**src/sv/dsc_pkg.sv**
```systemverilog
// ----------------------------------------------------------------------------
// dsc_pkg: shared types and constants for the dose schedule controller
// Request/response words, dose entry layout, mode and kind codes.
// ----------------------------------------------------------------------------
package dsc_pkg;

   localparam int DoseSlotsDefault  = 10;
   localparam int BoostLimitDefault = 3;

   localparam logic [5:0] TpsReset   = 6'd30;
   localparam logic [5:0] SecPerMin  = 6'd60;
   localparam logic [5:0] MinPerHr   = 6'd60;
   localparam logic [4:0] HrPerDay   = 5'd24;
   localparam logic [3:0] BoostCode  = 4'd11;

   localparam logic [2:0] MODE_TICK   = 3'd0;
   localparam logic [2:0] MODE_ADD    = 3'd1;
   localparam logic [2:0] MODE_EDIT   = 3'd2;
   localparam logic [2:0] MODE_REMOVE = 3'd3;
   localparam logic [2:0] MODE_CLEAR  = 3'd4;
   localparam logic [2:0] MODE_SETCLK = 3'd5;

   localparam logic [1:0] KIND_DOSE   = 2'd0;
   localparam logic [1:0] KIND_BOOST  = 2'd1;
   localparam logic [1:0] KIND_ACCEPT = 2'd2;
   localparam logic [1:0] KIND_REJECT = 2'd3;

   localparam logic CSR_TPS   = 1'b0;
   localparam logic CSR_BOOST = 1'b1;

   typedef struct packed {
      logic [2:0] mode;
      logic       paused;
      logic       boost_switch;
      logic       emergency_switch;
      logic [3:0] slot;
      logic [4:0] hour;
      logic [5:0] minute;
      logic [5:0] second;
      logic       half_dose;
   } req_word_type;

   typedef struct packed {
      logic [1:0] kind;
      logic [3:0] dose_number;
      logic       half_intensity;
      logic [4:0] clock_hour;
      logic [5:0] clock_minute;
      logic [5:0] clock_second;
      logic       stuck_flag;
      logic       halted_flag;
      logic       last;
   } rsp_word_type;

   // one schedule entry
   typedef struct packed {
      logic [4:0] hr;
      logic [5:0] mn;
      logic [5:0] sc;
      logic       done;
      logic       half;
   } dose_type;

   // control from sequencer to the cell row
   typedef struct packed {
      logic     shift;     // rotate row by one cell
      logic     load;      // cell 0 takes new_entry instead of the wrap entry
      logic     drop;      // cell 0 takes the entry after the wrap (compaction)
      logic     mark;      // set done on the entry rotating out
      dose_type new_entry;
   } row_ctl_type;

   function automatic logic time_ok(input logic [4:0] h, input logic [5:0] m,
                                    input logic [5:0] s);
      return (h < HrPerDay) && (m < MinPerHr) && (s < SecPerMin);
   endfunction

endpackage

```
**src/sv/dsc_cell.sv**
```systemverilog
// ----------------------------------------------------------------------------
// dsc_cell: one schedule entry register of the rotating row
// Takes its neighbor's entry whenever the row shifts.
// ----------------------------------------------------------------------------
module dsc_cell import dsc_pkg::*; (
   input  logic     clock,
   input  logic     shift,
   input  dose_type prev_entry,
   output dose_type entry
);

   dose_type entry_ff;

   always_ff @(posedge clock) begin
      if (shift) begin
         entry_ff <= prev_entry;
      end
   end

   assign entry = entry_ff;

endmodule

```
**src/sv/dsc_row.sv**
```systemverilog
// ----------------------------------------------------------------------------
// dsc_row: ring of dose cells
// Head cell feeds cell 0; loads, compaction and delivery marks act at the ring
// seam, so every entry passes the seam once per full rotation.
// ----------------------------------------------------------------------------
module dsc_row import dsc_pkg::*; #(
   parameter int DOSE_SLOTS = DoseSlotsDefault
) (
   input  logic        clock,
   input  row_ctl_type ctl,
   output dose_type    head,
   output dose_type    next_head
);

   dose_type cells [DOSE_SLOTS];
   dose_type feed  [DOSE_SLOTS];
   dose_type wrap;
   dose_type seam_entry;

   always_comb begin
      wrap = cells[DOSE_SLOTS-1];
      if (ctl.mark) begin
         wrap.done = 1'b1;
      end
      if (ctl.load) begin
         seam_entry = ctl.new_entry;
      end else if (ctl.drop) begin
         seam_entry = (DOSE_SLOTS > 1) ? cells[(DOSE_SLOTS > 1) ? DOSE_SLOTS-2 : 0] : wrap;
      end else begin
         seam_entry = wrap;
      end
   end

   for (genvar g = 0; g < DOSE_SLOTS; g++) begin : g_cell
      if (g == 0) begin : g_seam
         assign feed[g] = seam_entry;
      end else begin : g_feed
         assign feed[g] = cells[g-1];
      end
      dsc_cell u_cell (
         .clock      (clock),
         .shift      (ctl.shift),
         .prev_entry (feed[g]),
         .entry      (cells[g])
      );
   end

   assign head      = cells[DOSE_SLOTS-1];
   assign next_head = cells[(DOSE_SLOTS > 1) ? DOSE_SLOTS-2 : 0];

endmodule

```
**src/sv/dose_schedule_controller.sv**
```systemverilog
// ----------------------------------------------------------------------------
// dose_schedule_controller: time-of-day dose scheduler with boost and halt
// Sequencer around a rotating ring of dose cells.
// ----------------------------------------------------------------------------
// Usage:
//   req_*: a command word is taken when start is high and busy is low.
//   rsp_*: results appear for one cycle each with rsp_valid; rsp_word.last
//     marks the final result of a command. The receiver cannot stall.
//   csr_*: register writes (0 ticks_per_second, 1 boost_half), taken on
//     csr_valid & csr_ready; ready always high, write only while idle.
// Flow (from one accepted word to the next accept):
//   Clear, set-clock and unknown commands, and ticks that do not service a
//   second, use only the command state; the result word is registered and
//   strobed once the block is idle again. Paused, halted or emergency ticks
//   also use only the command state and give no word. Add, edit and remove
//   rotate the ring once before the result word is strobed.
//   A serviced second walks the ring once comparing each head entry to the
//   clock (one cell per cycle), then checks the boost; a flush state follows
//   when a boost follows a delivered dose. A dose word is held until the next
//   hit or the boost check so the final one carries last.
// Reset: clock, tick count, dose count, boost and halt state cleared; the
//   ring itself is not cleared, only entries below the dose count are used.
// ----------------------------------------------------------------------------
module dose_schedule_controller import dsc_pkg::*; #(
   parameter int DOSE_SLOTS  = DoseSlotsDefault,
   parameter int BOOST_LIMIT = BoostLimitDefault
) (
   input  logic         clock,
   input  logic         reset,
   input  logic         start,
   output logic         busy,
   input  req_word_type req_word,
   output logic         rsp_valid,
   output rsp_word_type rsp_word,
   input  logic         csr_valid,
   output logic         csr_ready,
   input  logic         csr_index,
   input  logic [5:0]   csr_data
);

   localparam int CW = $clog2(DOSE_SLOTS + 1);
   localparam int BW = $clog2(BOOST_LIMIT + 1);
   localparam int SW = (CW > 4) ? CW : 4;    // width for slot vs count compare

   typedef enum logic [2:0] {S_IDLE, S_CMD, S_ROT, S_SCAN, S_BOOST, S_FLUSH} state_type;

   state_type    state_ff, state_in;
   req_word_type req_ff, req_in;
   logic [5:0]   tps_ff, tick_ff, tick_in;
   logic         bhalf_ff;
   logic [5:0]   sec_ff, min_ff, sec_in, min_in;
   logic [4:0]   hr_ff, hr_in;
   logic [CW-1:0] count_ff, count_in;
   logic [CW-1:0] step_ff, step_in;   // ring position being passed at the seam
   logic [BW-1:0] boosts_ff, boosts_in;
   logic         down_ff, stuck_ff, halt_ff;
   logic         down_in, stuck_in, halt_in;
   logic         ok_ff, ok_in;
   logic         rsp_valid_ff, rsp_valid_in;
   rsp_word_type rsp_ff, rsp_in;
   logic         pend_valid_ff, pend_valid_in;   // dose word held back one hit
   rsp_word_type pend_ff, pend_in;

   row_ctl_type ctl;
   dose_type    head, next_head;
   logic [CW-1:0] rot_pos;     // index of entry at head this cycle
   logic [CW-1:0] slot_pos;
   logic        at_slot;
   logic        target_done;
   logic        hit;
   logic        bfire;
   logic [5:0]  tps_eff;
   logic [5:0]  tick_inc;
   rsp_word_type status;
   rsp_word_type bword;

   dsc_row #(.DOSE_SLOTS(DOSE_SLOTS)) u_row (
      .clock     (clock),
      .ctl       (ctl),
      .head      (head),
      .next_head (next_head)
   );

   assign busy      = (state_ff != S_IDLE);
   assign csr_ready = 1'b1;
   assign rsp_valid = rsp_valid_ff;
   assign rsp_word  = rsp_ff;

   assign tps_eff  = (tps_ff == 6'd0) ? 6'd1 : tps_ff;
   assign tick_inc = tick_ff + 6'd1;
   // At the home alignment head holds entry 0 and the cell feeding it entry 1;
   // after k shifts head holds entry k. Every rotation starts at home and
   // ends there after DOSE_SLOTS shifts, so the step count is the index.
   assign rot_pos  = step_ff;
   assign slot_pos = CW'(req_ff.slot);
   assign at_slot  = (rot_pos == slot_pos);
   // edit and remove refuse an entry that was already delivered
   assign target_done = ok_ff && (req_ff.mode != MODE_ADD) && at_slot && head.done;
   assign hit = (rot_pos < count_ff) && (head.hr == hr_ff) && (head.mn == min_ff)
                && (head.sc == sec_ff);

   // Remove: from the slot on, each entry is replaced by its successor, so
   // cell 0 takes next_head instead of head.
   always_comb begin
      ctl = '0;
      ctl.new_entry = '{hr: req_ff.hour, mn: req_ff.minute, sc: req_ff.second,
                        done: 1'b0, half: req_ff.half_dose};
      if (state_ff == S_ROT) begin
         ctl.shift = 1'b1;
         case (req_ff.mode)
            MODE_ADD:    ctl.load = ok_ff && (rot_pos == count_ff);
            MODE_EDIT:   ctl.load = ok_ff && at_slot && !head.done;
            MODE_REMOVE: ctl.drop = ok_ff && (rot_pos >= slot_pos) && !target_done;
            default:     ctl.load = 1'b0;
         endcase
      end else if (state_ff == S_SCAN) begin
         ctl.shift = 1'b1;
         ctl.mark  = hit;
      end
   end

   always_comb begin
      state_in      = state_ff;
      req_in        = req_ff;
      tick_in       = tick_ff;
      sec_in        = sec_ff;
      min_in        = min_ff;
      hr_in         = hr_ff;
      count_in      = count_ff;
      step_in       = step_ff;
      boosts_in     = boosts_ff;
      down_in       = down_ff;
      stuck_in      = stuck_ff;
      halt_in       = halt_ff;
      ok_in         = ok_ff;
      pend_valid_in = pend_valid_ff;
      pend_in       = pend_ff;
      rsp_valid_in  = 1'b0;
      rsp_in        = rsp_ff;
      bfire         = 1'b0;
      // command status word with the current clock and flags
      status = '{kind: KIND_REJECT, dose_number: 4'd0, half_intensity: 1'b0,
                 clock_hour: hr_ff, clock_minute: min_ff, clock_second: sec_ff,
                 stuck_flag: stuck_ff, halted_flag: halt_ff, last: 1'b1};
      bword  = '{kind: KIND_BOOST, dose_number: BoostCode, half_intensity: bhalf_ff,
                 clock_hour: hr_ff, clock_minute: min_ff, clock_second: sec_ff,
                 stuck_flag: 1'b0, halted_flag: halt_ff, last: 1'b1};
      case (state_ff)
         S_IDLE: begin
            if (start) begin
               req_in   = req_word;
               step_in  = '0;
               state_in = S_CMD;
            end
         end
         S_CMD: begin
            state_in = S_IDLE;
            case (req_ff.mode)
               MODE_TICK: begin
                  if (tick_inc >= tps_eff) begin
                     tick_in = '0;
                     if (sec_ff + 6'd1 >= SecPerMin) begin
                        sec_in = '0;
                        if (min_ff + 6'd1 >= MinPerHr) begin
                           min_in = '0;
                           hr_in  = (hr_ff + 5'd1 >= HrPerDay) ? 5'd0 : hr_ff + 5'd1;
                        end else begin
                           min_in = min_ff + 6'd1;
                        end
                     end else begin
                        sec_in = sec_ff + 6'd1;
                     end
                     if (req_ff.emergency_switch) begin
                        halt_in = 1'b1;
                     end
                     if (!req_ff.paused && !req_ff.emergency_switch && !halt_ff) begin
                        state_in = S_SCAN;
                     end
                  end else begin
                     tick_in = tick_inc;
                  end
               end
               MODE_ADD: begin
                  ok_in    = (count_ff < CW'(DOSE_SLOTS)) &&
                             time_ok(req_ff.hour, req_ff.minute, req_ff.second);
                  state_in = S_ROT;
               end
               MODE_EDIT, MODE_REMOVE: begin
                  ok_in    = (SW'(req_ff.slot) < SW'(count_ff)) &&
                             ((req_ff.mode == MODE_REMOVE) ||
                              time_ok(req_ff.hour, req_ff.minute, req_ff.second));
                  state_in = S_ROT;
               end
               MODE_CLEAR: begin
                  count_in     = '0;
                  boosts_in    = '0;
                  rsp_valid_in = 1'b1;
                  rsp_in       = status;
                  rsp_in.kind  = KIND_ACCEPT;
               end
               MODE_SETCLK: begin
                  rsp_valid_in = 1'b1;
                  rsp_in       = status;
                  if (time_ok(req_ff.hour, req_ff.minute, req_ff.second)) begin
                     hr_in  = req_ff.hour;
                     min_in = req_ff.minute;
                     sec_in = req_ff.second;
                     rsp_in.kind         = KIND_ACCEPT;
                     rsp_in.clock_hour   = req_ff.hour;
                     rsp_in.clock_minute = req_ff.minute;
                     rsp_in.clock_second = req_ff.second;
                  end
               end
               default: begin
                  rsp_valid_in = 1'b1;
                  rsp_in       = status;
               end
            endcase
         end
         S_ROT: begin
            step_in = step_ff + CW'(1);
            if (target_done) begin
               ok_in = 1'b0;
            end
            if (step_ff == CW'(DOSE_SLOTS - 1)) begin
               state_in     = S_IDLE;
               rsp_valid_in = 1'b1;
               rsp_in       = status;
               if (ok_ff && !target_done) begin
                  if (req_ff.mode == MODE_ADD) begin
                     count_in = count_ff + CW'(1);
                  end else if (req_ff.mode == MODE_REMOVE) begin
                     count_in = count_ff - CW'(1);
                  end
                  rsp_in.kind = KIND_ACCEPT;
               end
            end
         end
         S_SCAN: begin
            step_in = step_ff + CW'(1);
            if (hit) begin
               rsp_valid_in   = pend_valid_ff;
               rsp_in         = pend_ff;
               pend_valid_in  = 1'b1;
               pend_in        = status;
               pend_in.kind   = KIND_DOSE;
               pend_in.dose_number    = 4'(step_ff) + 4'd1;
               pend_in.half_intensity = head.half;
               pend_in.last   = 1'b0;
            end
            if (step_ff == CW'(DOSE_SLOTS - 1)) begin
               state_in = S_BOOST;
            end
         end
         S_BOOST: begin
            state_in = S_IDLE;
            if (!req_ff.boost_switch) begin
               down_in  = 1'b0;
               stuck_in = 1'b0;
            end else begin
               down_in = 1'b1;
               if (down_ff) begin
                  stuck_in = 1'b1;
               end
               bfire = !down_ff && !stuck_ff && (boosts_ff < BW'(BOOST_LIMIT));
            end
            if (bfire) begin
               boosts_in = boosts_ff + BW'(1);
            end
            if (pend_valid_ff) begin
               rsp_valid_in = 1'b1;
               rsp_in       = pend_ff;
               rsp_in.last  = !bfire;
               if (bfire) begin
                  pend_in  = bword;
                  state_in = S_FLUSH;
               end else begin
                  pend_valid_in = 1'b0;
               end
            end else if (bfire) begin
               rsp_valid_in = 1'b1;
               rsp_in       = bword;
            end
         end
         S_FLUSH: begin
            state_in      = S_IDLE;
            rsp_valid_in  = 1'b1;
            rsp_in        = pend_ff;
            pend_valid_in = 1'b0;
         end
         default: state_in = S_IDLE;
      endcase
   end

   always_ff @(posedge clock) begin
      req_ff  <= req_in;
      rsp_ff  <= rsp_in;
      pend_ff <= pend_in;
      if (reset) begin
         state_ff      <= S_IDLE;
         rsp_valid_ff  <= 1'b0;
         pend_valid_ff <= 1'b0;
         tps_ff        <= TpsReset;
         bhalf_ff      <= 1'b0;
         tick_ff       <= '0;
         sec_ff        <= '0;
         min_ff        <= '0;
         hr_ff         <= '0;
         count_ff      <= '0;
         boosts_ff     <= '0;
         down_ff       <= 1'b0;
         stuck_ff      <= 1'b0;
         halt_ff       <= 1'b0;
         step_ff       <= '0;
         ok_ff         <= 1'b0;
      end else begin
         state_ff      <= state_in;
         rsp_valid_ff  <= rsp_valid_in;
         pend_valid_ff <= pend_valid_in;
         tick_ff       <= tick_in;
         sec_ff        <= sec_in;
         min_ff        <= min_in;
         hr_ff         <= hr_in;
         count_ff      <= count_in;
         boosts_ff     <= boosts_in;
         down_ff       <= down_in;
         stuck_ff      <= stuck_in;
         halt_ff       <= halt_in;
         step_ff       <= step_in;
         ok_ff         <= ok_in;
         if (csr_valid && csr_ready) begin
            if (csr_index == CSR_TPS) begin
               tps_ff <= csr_data;
            end else begin
               bhalf_ff <= csr_data[0];
            end
         end
      end
   end

   assert property (@(posedge clock) disable iff (reset) rsp_valid |-> busy || $past(busy))
      else $error("result outside a command");
   assert property (@(posedge clock) disable iff (reset) count_ff <= CW'(DOSE_SLOTS))
      else $error("dose count overflow");
   assert property (@(posedge clock) disable iff (reset) boosts_ff <= BW'(BOOST_LIMIT))
      else $error("boost count overflow");

endmodule

```
**config.mk**
```make
export PLATFORM = sky130hd
export DESIGN_NAME = dose_schedule_controller
export DESIGN_NICKNAME = d
export VERILOG_FILES = /design/src/sv/dsc_pkg.sv /design/src/sv/dsc_cell.sv /design/src/sv/dsc_row.sv /design/src/sv/dose_schedule_controller.sv
export SDC_FILE = /design/constraint.sdc
export NUM_CORES = 1
export LEC_CHECK = 0
export ABC_AREA = 0
export BUFFER_PORTS_ARGS = -buffer_cell sky130_fd_sc_hd__buf_4
export CAP_MARGIN = 15
export CORE_UTILIZATION = 60
export DETAILED_ROUTE_END_ITERATION = 10
export GPL_TIMING_DRIVEN = 0
export HOLD_SLACK_MARGIN = 0.08
export PLACE_DENSITY = 0.85
export SYNTH_ARGS = -nofsm -noshare
export SYNTH_HDL_FRONTEND = slang
export SYNTH_HIERARCHICAL = 1
export SYNTH_SLANG_ARGS = --single-unit
export TNS_END_PERCENT = 30
```
**constraint.sdc**
```tcl
create_clock -name clock -period 9.65 [get_ports clock]
set_input_delay 0 -clock clock [delete_from_list [all_inputs] [get_ports clock]]
set_output_delay 0 -clock clock [all_outputs]
set_load 0.02 [all_outputs]
```
### After elaboration in Yosys (flattened, before gate mapping)

Index checks and enable logic that the tools add are counted.

* div/mod/pow operators: 0
* eq/ne operators: 35
* multipliers: 0
* bitwise logic cells: 1
* add/subtract/negate cells: 8
* magnitude comparators: 12
* shift operators: 0
* reductions and logical operators: 61
* multiplexer cells: 76

Operators with widths (number)
* 2-to-1 mux 27 bit: 6
* one-hot mux 27 bit (5 select lines): 1
* one-hot mux 27 bit (3 select lines): 1
* 2-to-1 mux 6 bit: 9
* one-hot mux 27 bit (2 select lines): 1
* 2-to-1 mux 19 bit: 2
* 2-to-1 mux 5 bit: 5
* 2-to-1 mux 4 bit: 6
* one-hot mux 6 bit (2 select lines): 2
* 2-to-1 mux 1 bit: 21
* logical AND 1 bit: 20
* inequality test 2 bit (second input constant): 10
* adder 6 x 1 -> 6 bit (second input constant): 3
* 2-to-1 mux 17 bit: 1
* one-hot mux 4 bit (2 select lines): 2
* 2-to-1 mux 3 bit: 5
* one-hot mux 3 bit (5 select lines): 1
* AND reduction 5 bit: 3
* AND reduction 2 bit: 7
* == test 3 x 2 -> 1 bit (second input constant): 4
* == test 3 bit (second input constant): 4
* == test 6 bit: 2
* >= comparator 6 bit (second input constant): 2
* less-than comparator 6 bit (second input constant): 2
* 39 further kinds: 73

* memories kept: 0
* memory bits (read-only): 0
* bits in latches: 0
* register bits after elaboration: 321
* logic and storage cells: 286
* bits in writable memories: 0

### Longest topological paths before layout

Gate-level depths: netlist (run 1).

* depth after elaboration: 10
* depth in mapped cells: 11
* mapped depth without buffers: 9

### Modules after synthesis

Netlist (run 1), hierarchy kept.

Modules (own cells, without submodules)
* dose_schedule_controller: area an instance 7030.5 sq um, times used 1, sequential area each 3383.2 sq um, cells an instance 711
* dsc_cell: area an instance 570.5 sq um, times used 10, sequential area each 570.5 sq um, cells an instance 19
* dsc_row: area an instance 414.1 sq um, times used 1, sequential area each 0.0 sq um, cells an instance 64

### Worst setup path after synthesis (run 1)

No wires, ideal clock.

* path kind: register to register
* from: reg state_ff[2]
* to: reg state_ff[2]
* slack: 2610 ps
* setup time: 439 ps
* stages on the path, launching flop included: 6
* clock period less this slack: 7040 ps
* data arrival time: 6601 ps
* data required time: 9211 ps
* cells stage by stage: dfxtp_1 > nand2b_1 > buf_6 > inv_6 > clkbuf_1 > a221oi_1

* word-level cells in the longest chain between the ends: 3
* elaborated cells between the ends (all ways): 10
* classes of those cells: eq/ne (7); mux (1); reduce/logical (2)

RTL lines
* start, declared: RTL line dose_schedule_controller.sv:47 `state_type state_ff, state_in;`
* start signal, assigned: RTL line dose_schedule_controller.sv:317 `state_ff <= state_in;`
* == test 3 x 2 -> 1 bit or logical NOT 3 bit (tied branches): RTL line dose_schedule_controller.sv:148 `case (state_ff)`
* inequality test 2 x 1 -> 1 bit (no line) or inequality test 2 bit (tied branches)
* AND reduction 3 bit (no line)

Parallel ways exist; a longest one is shown, timed or not.
A chain may end at the register's enable or synchronous reset.

### Final worst setup path (run 1)

* from: reg min_ff[0]
* to: reg pend_ff[8] (netlist bit), enable pin

* word-level cells in the longest chain between the ends: 5

RTL lines
* start, declared: RTL line dose_schedule_controller.sv:51 `logic [5:0] sec_ff, min_ff, sec_in, min_in;`
* start signal, assigned: RTL line dose_schedule_controller.sv:322 `min_ff <= min_in;`
* == test 6 bit: RTL line dose_schedule_controller.sv:99 `assign hit = (rot_pos < count_ff) && (head.hr == hr_ff) && (head.mn == min_ff)`
* logical AND 1 bit: RTL line dose_schedule_controller.sv:99
* logical AND 1 bit: RTL line dose_schedule_controller.sv:100 `&& (head.sc == sec_ff);`
* inequality test 2 bit (no line)
* AND reduction 4 bit (no line)
* end signal, assigned: RTL line dose_schedule_controller.sv:298 `pend_ff <= pend_in;`
* end, declared: RTL line dose_schedule_controller.sv:62 `rsp_word_type pend_ff, pend_in;`

Every way passes these cells.

==> results of run 1 <==
## metal layers
layer | up-vias | global-route usage, % | wire [um]
li1 | 3932 | - | -
met1 | 4192 | 37.2 | 12300
met2 | 399 | 41.2 | 13400
met3 | 71 | 5.52 | 2410
met4 | 0 | 10.3 | 1060
met5 | - | 0 | 0
## flip-flops by register name, summed over array words and instances (netlist names), 5 cells and up
| register | count |
|---|---|
| pend_ff | 25 |
| tick_ff | 6 |
| rsp_word | 27 |
| tps_ff | 6 |
| ctl | 18 |
| min_ff | 6 |
| hr_ff | 5 |
| req_ff | 6 |
| sec_ff | 6 |
| u_row/g_cell.u_cell/entry | 190 |
## worst paths after layout
path / start / slack (ns) / to / depth (start not counted)
hold reg to reg: u_row/g_cell[4].u_cell/entry[9]$_DFFE_PP_ / 0.41 / u_row/g_cell[5].u_cell/entry[9]$_DFFE_PP_ / 0
setup reg to reg: min_ff[0]$_SDFFE_PP0P_ / 6.69 / pend_ff[8]$_DFFE_PP_ / 6
setup / recovery: min_ff[0]$_SDFFE_PP0P_ / 6.69 / pend_ff[8]$_DFFE_PP_ / 6
hold / removal: req_word[9] / 0.15 / ctl[10]$_DFFE_PP_ / 2
## Yosys cell counts (17+ instances only)
master	number	area share [%]
dfxtp_1	49	7.5
a21oi_1	58	2.2
nand3_1	19	0.72
o21ai_0	31	1.2
nor3_1	18	0.69
nand2_1	99	2.8
ha_1	26	2.5
inv_1	26	0.74
a31oi_1	17	0.81
o21ai_1	21	0.80
nor2_1	50	1.4
edfxtp_1	270	62
mux2i_1	28	2.1
xnor2_1	20	1.3
clkbuf_1	26	0.74
## power breakdown
part           internal (mW)  switching, mW  leakage (nW)
Clock                  0.675          0.517         0.485
Combinational         0.0520         0.0750          2.05
Sequential              1.51         0.0203          2.86
Total                   2.24          0.613          5.40
## final cells by class
type / count / share of cell area, %
buffer: 54 / 1.88
sequential: 319 / 58.4
timing repair buffer: 116 / 6.72
multi-input combinational: 563 / 23.6
clock buffer: 35 / 5.08
tap: 275 / 2.21
inverter: 29 / 0.731
clock inverter: 21 / 1.39
## per-stage QoR
stage                     setup WS [ns]  utilization [%]
after floorplan                    2.61                -
after global placement            0.690             65.8
after detailed placement           6.79             66.2
after CTS                          6.76             73.1
after global routing               6.62             73.1
final                              6.69             73.1
## what timing repair did
action	4_1_cts	5_1_grt
hold buffers	46	0
endpoints found under the hold margin	38	0
endpoints found under the setup margin	0	0
## logic make-up after synthesis
logic type      after synthesis  synth area share, %
simple gates                263                 9.96
other cells                   2               0.0571
flops                       319                 69.1
fa+ha+maj                    27                 2.63
xor+xnor                     30                 2.00
compound gates              213                 11.0
buf+inv                      83                 3.06
mux                          28                 2.13
==> out/metrics.yaml, run 1 <==
status: "completed"
required_ns: 9.83
path_cells: "clkbuf_1 > xnor2_1 > nand4_1 > nor3_1 > a21oi_1 > a21oi_4"
dp_hpwl_um: 18400
grt.total_usage_pct: 26.6
fin_skew_ns: 0.0126
nNetsFinal: 1180
synthArstFlopShare_pct: 0
seq_area_um2: 9090
synth.distinct_cells: 80
wl_um: 29200
nFillCells: 1319
grt_remaining_overflow: 0
grt_max_degree: 74
via_per_inst: 6.09
io_pins: 69
hold_ws_ns: 0.153
grt_pass1_vias: 8271
fin_tns_setup_ns: 0
setup.worst_path.class: "flip-flop to flip-flop"
dp.cells: 1310
yosys_warnings: 6
path_clk_slew_ns: 0.06
setup_viol: 0
drv_slew: 0
slowest_stage: "a21oi_4"
start_util_pct: 61.8
cts.sinks: 319
p_per_area_nw_per_um2: 183
drive_gt1_share_pct: 15.2
cts_made_buffers: 31
drt_first_pass_iters: 5
synthCells: 965
coreArea_um2: 21300
synth-seq-area-share_pct: 69.1
die_area_um2: 22500
rows: 53
syn_area_per_cell_um2: 13.6
hold_class: "input port to flip-flop"
slowest_delay_ns: 0.79
vias: 8594
cap_violations: 0
synth_edf_count: 270
layout_commonest_cell: "edfxtp_1"
vdd_drop_max_mv: 0.147
antenna_found_initial: 2
clockBufferDepth: 3
final_cell_mix: "270 x edfxtp_1, 99 x nand2_1, 76 x buf_4"
cts_resized: 0
start_kind: "flip-flop"
rsz0062_at_grt: "no"
syn_to_final_growth_pct: 18.4
cts_setup_buffers: 0
clock.fmax_ghz: 0.338
fp.dieH_um: 150
multiInputGateArea_um2: 3670
total_power_mw: 2.85
fin_crit_ns: 2.96
io_buffers: 67
crit_path_max_fanout: 25
layout_worst_path_cycle_share_pct: 30.6
die_w_um: 150
final_cell_area_um2: 15600
drtIter0Drc: 803
routedWlPerCell_um: 20.7
power.leakage_nw: 5.40
fin_cells: 1412
slew_headroom_pct: 35.8
worst_slew_pin_slew_ns: 0.960
htree_levels: 1
synth_area_um2: 13200
synth_ff_type: "edfxtp_1"
postRouteAntennaNets: 0
place_area_um2: 14100
path_delay_family: "compound AO/OA/AOI/OAI gates"
yosys_register_bits: 319
syn-num-nets: 1031
cts_root_buf: "clkbuf_16"
hold_viol: 0
path_buf_inv: 1
endpoint_kind: "flip-flop"
clk_latency_ns: 0.56
drc: 0
grt_pass1_wl_um: 44900
antenna_cells: 0
arrival_ns: 3.13
gp_congestion: 0.937
cts_tree: "done"
Power figures use the tool's default switching activity.
==> run 2, diff against run 1 <==
==> constraint.sdc (replaced) <==
create_clock -name clock -period 2.91 [get_ports clock]
set_input_delay 0 -clock clock [delete_from_list [all_inputs] [get_ports clock]]
set_output_delay 0 -clock clock [all_outputs]
set_load 0.02 [all_outputs]
==> out/metrics.yaml, run 2 (synthesized netlist as in run 1, its figures left out) <==
status: "completed"  # unchanged
r2r_start: "tick_ff[0]$_SDFFE_PP0P_"  # was min_ff[0]$_SDFFE_PP0P_
setup_viol: 0  # unchanged
io_pins: 69  # unchanged
io_buffers: 67  # unchanged
rows: 53  # unchanged
cts_root_buf: "clkbuf_16"  # unchanged
path_clk_slew_ns: 0.06  # about the same
cts_tree: "done"  # unchanged
required_ns: 3.39  # was 9.83 ns
cap_violations: 0  # unchanged
postRouteAntennaNets: 0  # unchanged
slew_headroom_pct: 38.7  # was 35.8%
holdCritStartpoint: "req_word[11]"  # was req_word[9]
routedWlPerCell_um: 21.0  # was 20.7 um
coreArea_um2: 21300  # unchanged
final_cell_area_um2: 15600  # about the same
die_area_um2: 22500  # unchanged
p_per_area_nw_per_um2: 605  # was 183 nW/um2
grt_pass1_wl_um: 45500  # was 44900 um
layout_worst_path_cycle_share_pct: 97.3  # was 30.6%
p_comb_share_pct: 4.5  # was 4.4%
gp_congestion: 0.906  # was 0.937
grt_remaining_overflow: 0  # unchanged
place_area_um2: 14100  # about the same
drive_gt1_share_pct: 15.2  # unchanged
cts.sinks: 319  # unchanged
drv_slew: 0  # unchanged
whs_path_depth: 2  # unchanged
clockBufferDepth: 3  # unchanged
internal-power_mw: 7.42  # was 2.24 mW
power.leakage_nw: 5.40  # about the same
fp.dieH_um: 150  # unchanged
grt.total_usage_pct: 27.0  # was 26.6%
antenna_cells: 0  # unchanged
syn_to_final_growth_pct: 18.3  # was 18.4%
total_power_mw: 9.41  # was 2.85 mW
layout_commonest_cell: "edfxtp_1"  # unchanged
vdd_drop_max_mv: 0.563  # was 0.147 mV
crit_start: "tick_ff[0]$_SDFFE_PP0P_"  # was min_ff[0]$_SDFFE_PP0P_
cts_made_buffers: 31  # unchanged
drtIter0Drc: 1022  # was 803
fin_skew_ns: 0.0263  # was 0.0126 ns
via_per_inst: 6.14  # was 6.09
largest_reg_flops: 190  # unchanged
fin_crit_ns: 2.83  # was 2.96 ns
final_cell_mix: "270 x edfxtp_1, 99 x nand2_1, 76 x buf_4"  # unchanged
wl_um: 29600  # was 29200 um
grt_pass1_vias: 8362  # was 8271
power.switching_mw: 1.99  # was 0.613 mW
rr_worst_depth: 11  # was 6
drt_first_pass_iters: 5  # unchanged
start_kind: "flip-flop"  # unchanged
clock.fmax_ghz: 0.353  # was 0.338 GHz
hold_ws_ns: 0.141  # was 0.153 ns
htree_levels: 1  # unchanged
setup.worst_path.class: "flip-flop to flip-flop"  # unchanged
hold_viol: 0  # unchanged
worst_slew_pin_slew_ns: 0.920  # was 0.960 ns
power_frac_clock_pct: 41.4  # was 41.8%
pwr-share-seq_pct: 54.1  # was 53.8%
crit_path_max_fanout: 10  # was 25
nNetsFinal: 1180  # unchanged
nFillCells: 1333  # was 1319
drc: 0  # unchanged
grt_max_degree: 107  # was 74
antenna_found_initial: 1  # was 2
dp_hpwl_um: 18600  # was 18400 um
hold_class: "input port to flip-flop"  # unchanged
cts_setup_buffers: 0  # unchanged
endpoint_kind: "flip-flop"  # unchanged
start_util_pct: 61.8  # unchanged
arrival_ns: 3.32  # was 3.13 ns
clk_latency_ns: 0.57  # was 0.56 ns
swShare_pct: 21.1  # was 21.5%
die_w_um: 150  # unchanged
final_util_pct: 73.1  # about the same
vias: 8668  # was 8594
## run 2: area by class of cell
type                    count  area, um2  area share (%)
clock inverters            18        180            1.16
inverters                  29        114           0.732
multi-input cells         564       3700            23.8
plain buffers              54        308            1.98
flip-flops and latches    319       9090            58.4
repair buffers            115       1020            6.55
clock buffers              38        802            5.15
well taps                 275        344            2.21
## run 2: power groups by stage
| stage | registers [mW] | logic [mW] | clock network, mW |
|---|---|---|---|
| finish | 5.09 | 0.422 | 3.90 |
| floorplan | 5.16 | 0.213 | 0 |
| detailed placement | 5.18 | 0.356 | 0 |
| CTS | 5.09 | 0.408 | 3.94 |
| global placement | 5.18 | 0.341 | 0 |
| global route | 5.09 | 0.454 | 4.11 |
## run 2: per-layer routing
metal,vias to the layer above,wire length [um],GRT usage (%)
met3,91,2600,5.21
met2,473,13500,41.2
met5,-,8,0
met1,4164,12400,38.2
met4,2,1110,11.4
li1,3938,-,-
## run 2: metrics by stage
step / std cells / setup WS (ns) / setup TNS [ns]
floorplan: 965 / -0.0570 / -1.43
global placement: 1307 / -1.21 / -97.06
detailed placement: 1309 / -0.0502 / -0.820
CTS: 1411 / 0.0598 / 0
global route: 1412 / -0.0895 / -0.285
finish: 1412 / 0.0772 / 0
## run 2: worst paths after layout
| kind | endpoint | slack, ns |
|---|---|---|
| min | ctl[12]$_DFFE_PP_ | 0.14 |
| max | min_ff[5]$_SDFFE_PP0P_ | 0.08 |
| min reg2reg | u_row/g_cell[6].u_cell/entry[11]$_DFFE_PP_ | 0.41 |
| max reg2reg | min_ff[5]$_SDFFE_PP0P_ | 0.08 |
## run 2: critical path, cell delays in order (launching register included)
cell	delay (ns)
dfxtp_1	0.43
ha_1	0.30
nand3_1	0.12
xnor2_1	0.19
ha_1	0.34
nand4_1	0.11
o221ai_2	0.27
clkbuf_4	0.28
a22o_4	0.20
buf_6	0.18
o2111ai_1	0.12
a21oi_1	0.20
## run 2: what timing repair did
item | 4_1_cts | 5_1_grt
endpoints found under the setup margin | 42 | 44
resized for setup | 4 | 8
hold buffers | 46 | 0
pin swaps | 0 | 1
gates cloned | 0 | 1
endpoints found under the hold margin | 38 | 0
